===== src/hw/rtl/assert_macros.svh =====
// assertion macros for the rtl files, included by pch_back
// uses the clk and rst names of the including module
`ifndef ASSERT_MACROS_SVH
`define ASSERT_MACROS_SVH
`ifndef NO_ASSERTIONS
`define PCH_ASSERT(lbl, prop) \
  lbl: assert property (@(posedge clk) disable iff (rst) prop) else $error("assertion failed");
`define PCH_NEVER(lbl, expr) \
  lbl: assert property (@(posedge clk) disable iff (rst) !(expr)) else $error("forbidden state");
`else
`define PCH_ASSERT(lbl, prop)
`define PCH_NEVER(lbl, expr)
`endif
`endif


===== src/hw/rtl/pch_pkg.sv =====
// shared types and constants of the pulse calibration histogrammer
// no dependencies
package pch_pkg;
  localparam int NUM_BINS = 50;
  localparam int TABLE_DEPTH = 64;
  localparam int HIST_AW = (NUM_BINS > 1) ? $clog2(NUM_BINS) : 1;
  localparam int TAB_AW = (TABLE_DEPTH > 1) ? $clog2(TABLE_DEPTH) : 1;
  localparam int DIV_W = 53;
  // top scale is bottom * 4096 / ratio and can reach 36 bits
  localparam int DSR_W = 36;
  localparam int DCNT_W = $clog2(DIV_W + 1);

  localparam logic [2:0] REG_TARGET_RUN = 3'd0;
  localparam logic [2:0] REG_SPE_MODE = 3'd1;
  localparam logic [2:0] REG_FIT_INTERCEPT = 3'd2;
  localparam logic [2:0] REG_FIT_SLOPE = 3'd3;
  localparam logic [2:0] REG_FIXED_SPE = 3'd4;
  localparam logic [2:0] REG_TOP_RATIO = 3'd5;
  localparam logic [2:0] REG_HIST_LOW = 3'd6;
  localparam logic [2:0] REG_BIN_WIDTH = 3'd7;

  localparam logic [1:0] FUNC_EVENT = 2'd0;
  localparam logic [1:0] FUNC_TWRITE = 2'd1;
  localparam logic [1:0] FUNC_BREAD = 2'd2;

  localparam logic [1:0] MODE_FIT = 2'd0;
  localparam logic [1:0] MODE_TABLE = 2'd2;

  localparam logic [2:0] K_NOP = 3'd0;
  localparam logic [2:0] K_REJ = 3'd1;
  localparam logic [2:0] K_ACC = 3'd2;
  localparam logic [2:0] K_TWR = 3'd3;
  localparam logic [2:0] K_BRD = 3'd4;

  typedef struct packed {
    logic [15:0] target_run;
    logic [1:0] spe_mode;
    logic [23:0] fit_intercept;
    logic signed [23:0] fit_slope;
    logic [23:0] fixed_spe;
    logic [15:0] top_ratio;
    logic [15:0] hist_low;
    logic [7:0] bin_width;
  } cfg_t;

  typedef struct packed {
    logic [2:0] kind;
    logic [31:0] ts;
    logic signed [31:0] it;
    logic signed [31:0] ib;
    logic [5:0] eidx;
    logic [31:0] etime;
    logic [23:0] etop;
    logic [23:0] ebot;
    logic [5:0] bsel;
  } cmd_t;

  typedef struct packed {
    logic accepted;
    logic signed [39:0] calibrated_pe;
    logic in_histogram;
    logic [5:0] bin_index;
    logic [31:0] bin_count;
    logic [31:0] first_time;
    logic [31:0] last_time;
    logic scale_zero;
  } res_t;
endpackage


===== src/hw/rtl/pch_front.sv =====
// front end: classifies items and holds them in a two-entry queue
// depends on pch_pkg
module pch_front import pch_pkg::*; (
  input  logic clk,
  input  logic rst,
  input  cfg_t cfg,
  input  logic push,
  output logic full,
  input  logic [1:0] func,
  input  logic [15:0] run_number,
  input  logic signed [31:0] integral_top,
  input  logic signed [31:0] integral_bottom,
  input  logic signed [31:0] baseline_top,
  input  logic signed [31:0] baseline_bottom,
  input  logic [31:0] timestamp,
  input  logic [5:0] entry_index,
  input  logic [31:0] entry_time,
  input  logic [23:0] entry_spe_top,
  input  logic [23:0] entry_spe_bottom,
  input  logic [5:0] bin_select,
  output logic q_valid,
  input  logic q_pop,
  output cmd_t q_data
);
  cmd_t slots [2];
  logic [1:0] cnt;
  logic wptr, rptr;
  cmd_t cmd_in;
  logic good;
  logic wr;

  assign good = run_number == cfg.target_run && integral_top != 0 &&
                integral_bottom != 0 && baseline_top != 0 && baseline_bottom != 0;

  always_comb begin
    cmd_in.ts = timestamp;
    cmd_in.it = integral_top;
    cmd_in.ib = integral_bottom;
    cmd_in.eidx = entry_index;
    cmd_in.etime = entry_time;
    cmd_in.etop = entry_spe_top;
    cmd_in.ebot = entry_spe_bottom;
    cmd_in.bsel = bin_select;
    case (func)
      FUNC_EVENT: cmd_in.kind = good ? K_ACC : K_REJ;
      FUNC_TWRITE: cmd_in.kind = K_TWR;
      FUNC_BREAD: cmd_in.kind = K_BRD;
      default: cmd_in.kind = K_NOP;
    endcase
  end

  assign full = cnt == 2'd2;
  assign wr = push && !full;
  assign q_valid = cnt != 2'd0;
  assign q_data = slots[rptr];

  always_ff @(posedge clk) begin
    if (rst) begin
      cnt <= 2'd0;
      wptr <= 1'b0;
      rptr <= 1'b0;
    end else begin
      if (wr) wptr <= !wptr;
      if (q_pop) rptr <= !rptr;
      cnt <= cnt + {1'b0, wr} - {1'b0, q_pop};
    end
  end

  always_ff @(posedge clk) begin
    if (wr) slots[wptr] <= cmd_in;
  end
endmodule


===== config.mk =====
export PLATFORM = sky130hd
export DESIGN_NAME = pch_front
export DESIGN_NICKNAME = d
export VERILOG_FILES = /design/src/hw/rtl/assert_macros.svh /design/src/hw/rtl/pch_pkg.sv /design/src/hw/rtl/pch_front.sv
export SDC_FILE = /design/constraint.sdc
export NUM_CORES = 1
export LEC_CHECK = 0
export BUFFER_PORTS_ARGS = -buffer_cell sky130_fd_sc_hd__buf_2
export CAP_MARGIN = 5
export CORE_AREA = 4 4 227 229
export CTS_CLUSTER_SIZE = 24
export DETAILED_ROUTE_END_ITERATION = 16
export DIE_AREA = 0 0 231 233
export PLACE_DENSITY = 0.52
export SLEW_MARGIN = 30
export SYNTH_ARGS = -nofsm -noshare
export SYNTH_HDL_FRONTEND = slang
export SYNTH_SLANG_ARGS = --single-unit

===== constraint.sdc =====
create_clock -name clk -period 15.7 [get_ports clk]
set_input_delay 0.785 -clock clk [delete_from_list [all_inputs] [get_ports clk]]
set_output_delay 0.785 -clock clk [all_outputs]
set_load 0.01 [all_outputs]

==> impl_summary.txt <==
----------------------------------------------------
[Drt]
  DR WL/cell ... 19.7 µm
  Pre-Repair DR Iteration Count ... 4
  Number of violations reported at the end of detailed-routing iteration 0 ... 305
  Average vias per placed instance ... 4.35
  Via Count ... 8303
  Number of remaining DRC errors ... 0
  Number of nets with antenna violations after detailed routing ... 0
  Aggregate routed wire length ... 37600 µm

[Logic synthesis]
  Top area cells in the synthesized netlist ... edfxtp_1 79%, mux2_2 15%, nor4_1 1.4%, xor2_1 1.1%, dfxtp_1 0.69%
  Synth Register Bits ... 387
  Yosys cell types ... 21
  Net count of the mapped netlist ... 1094
  Syn Area/Cell ... 21.0 µm²
  Cell type with the largest total area after synthesis ... edfxtp_1
  Synth Cell Area ... 14400 µm²
  Instance count of the mapped netlist ... 688
  Most instantiated cells after synthesis ... 382 x edfxtp_1, 191 x mux2_2, 32 x nor4_1
  Most instantiated flip-flop cell in the synthesis netlist ... edfxtp_1
  Fraction of synthesized cell area taken by the top area cell type ... 79.4%
  Post-synthesis sequential area ratio ... 80.1%
  Yosys warns ... 0
  Post-synth EDFFs ... 382
  Async set or reset register ratio after synthesis ... 0%
  Most repeated cell in the gate-level netlist after synthesis ... edfxtp_1

[Placed design]
  Cell area reported after detailed placement ... 17700 µm²
  # placed instances ... 1830
  GP Congestion ... 0.879
  Post-place setup slack ... 12.15 ns
  Number of buffers added on ports ... 482
  Detailed Place HPWL ... 27200 µm

[Finish]
  Final non-filler cell total ... 1907
  Filler instances ... 4768
  Area Growth Syn to Fin ... 31.2%
  Area of all placed cells without fillers ... 19000 µm²
  Area taken by flip-flops and latches ... 11600 µm²
  Combined area of the multi-input logic cells ... 2770 µm²
  Number of nets in the layout ... 1608
  Share of layout cells above drive strength 1 ... 60.4%

[STA]
  Fmax ... 263 MHz
  Setup slack of the critical path after layout ... 11.89 ns
  RSZ-0062 raised after global routing ... no
  Worst hold-check slack ... 0.439 ns
  Endpoints failing hold ... 0
  Headroom to the max-slew limit ... 39.1%
  Post-Route Skew ... 0.00662 ns
  Share of the clock period used by the worst path after layout ... 24.3%
  Min Clock Period, post-route ... 3.81 ns
  Slew of the pin with the lowest slew margin ... 0.913 ns
  Number of max-slew violations in the final report ... 0
  Total negative slack for setup checks ... 0 ns
  Setup-violating endpoint count in the final report ... 0

[GRT]
  Maximum number of pins on one net before global-route repair ... 76
  Aggregate global routing overflow ... 0
  Number of antenna violations at the first check in global routing ... 15
  Tot GR Track Use ... 13.3%
  Via count of the first global-routing pass ... 8818
  Wire length of the first global-routing pass ... 53800 µm

[Floorplan]
  Floorplan Core Area ... 49700 µm²
  Width of the die ... 231 µm
  # IOs ... 597
  Die area ... 53800 µm²
  Effective utilization at floorplan ... 29.1%
  Site Rows ... 82
  Die outline height ... 233 µm

[Clocking]
  Number of buffers on the longest clock path ... 3
  Post-CTS Setup Repair Bufs ... 0
  CTS HTree Levels ... 2
  Clock tree from TritonCTS ... done
  Post_cts resized ... 0
  Latest clock arrival within the worst-skew pair ... 0.53 ns
  CTS Buf Count ... 41
  Register clock-pin slew on the reported worst setup and hold paths ... 0.06 ns
  Number of clock sinks ... 387
  Number of buffers inserted by hold repair at cts ... 0
  CTS root buf ... clkbuf_16

[Run]
  Max capacitance violation total ... 0

[Power and ir drop]
  Max rail drop VDD ... 0.0000848 V
  Power Density ... 144 nW/µm²
  Static leakage ... 7.05 nW

[Critical path]
  Endpoint class of the critical path ... primary output
  Worst setup path class ... reg -> out
  Worst path required time ... 14.91 ns
  Arrival time at the worst endpoint ... 3.02 ns
  Nature of the critical path startpoint ... flop
  Largest fanout on the critical path ... 48

[Status]
  Result of the run ... completed

[Hold path]
  Tightest Hold Check Type ... in -> reg

----------------------------------------------------
==> power breakdown <==
part | switching (mW) | internal (mW) | leakage [nW]
logic | 0.278 | 0.191 | 2.85
registers | 0.0311 | 1.33 | 3.60
clock network | 0.371 | 0.525 | 0.596
total | 0.680 | 2.04 | 7.05
==> metrics by stage <==
step	util (%)	power, mW
2_1_floorplan	-	1.67
3_3_place_gp	35.6	1.85
3_5_place_dp	35.6	1.86
4_1_cts	38.1	2.77
5_1_grt	38.2	2.85
6_report	38.2	2.72
==> area by class of cell <==
type                            count  share of cell area [%]
Multi-Input combinational cell    276                    14.6
Sequential cell                   387                    61.1
Tap cell                          672                    4.44
Timing Repair Buffer              492                    13.3
Inverter                            4                  0.0792
Clock inverter                     20                   0.871
Antenna cell                        7                  0.0924
Clock buffer                       49                    5.57
==> layout by cell type, fill, tap and decap left out <==
cell / netlist / final
clkbuf_16: 0 / 41
edfxtp_1: 382 / 382
o221ai_1: 2 / 2
nor2_4: 0 / 1
dfxtp_4: 0 / 1
buf_4: 0 / 7
nor2b_1: 1 / 1
ha_1: 2 / 2
mux2_2: 191 / 191
nor4_2: 4 / 4
clkinv_2: 0 / 6
clkinvlp_4: 0 / 1
o41a_1: 1 / 1
xor2_1: 18 / 18
buf_16: 0 / 1
dfxtp_1: 5 / 4
nor4_1: 32 / 32
o41ai_1: 1 / 1
nand2_1: 2 / 2
clkinv_1: 0 / 10
nand4_1: 9 / 9
bufinv_16: 0 / 3
clkbuf_1: 2 / 8
inv_1: 4 / 4
buf_2: 19 / 482
xnor2_1: 2 / 2
and3_4: 0 / 1
nor2_1: 8 / 7
nand2b_1: 1 / 1
buf_6: 0 / 2
or2_2: 1 / 1
diode_2: 0 / 7
==> per-layer routing <==
layer | track usage [%] | routed length (µm) | share of wire, %
met3 | 5.29 | 3430 | 9.1
met5 | 0 | 46 | 0.12
met1 | 13.6 | 13000 | 35
met4 | 4.74 | 971 | 2.6
met2 | 24.5 | 20100 | 54
==> sequential cells by signal, indices dropped and copies added (netlist names), named ones only <==
name,flops
rptr,1
slots,382
cnt,2
wptr,1
==> kinds of logic after synthesis <==
kind of cell	after synthesis	synth area share, %
flip-flops	387	80.1
multiplexers	191	14.9
adder cells (fa/ha/maj)	2	0.173
AND/OR/NAND/NOR	59	2.56
XOR/XNOR	20	1.21
buffers and inverters	25	0.814
AO/OA/AOI/OAI	4	0.260
==> worst max-delay path, stage by stage, from the launching register on <==
cell and delay, ns:
dfxtp_4 0.51, buf_4 0.38, buf_16 0.29, buf_4 0.59, mux2_2 0.43, buf_2 0.16
==> path summary, 6_finish.rpt <==
path                              startpoint             to  cells after the start  slack, ns
worst max register to register        cnt[0]   slots[1][94]                      4      12.93
worst max-delay path                    flop     q_data[26]                      5      11.89
worst min-delay path            timestamp[0]  slots[1][156]                      1       0.44
worst min register to register          rptr           flop                      2       0.52
(Power assumes the default switching activity.)
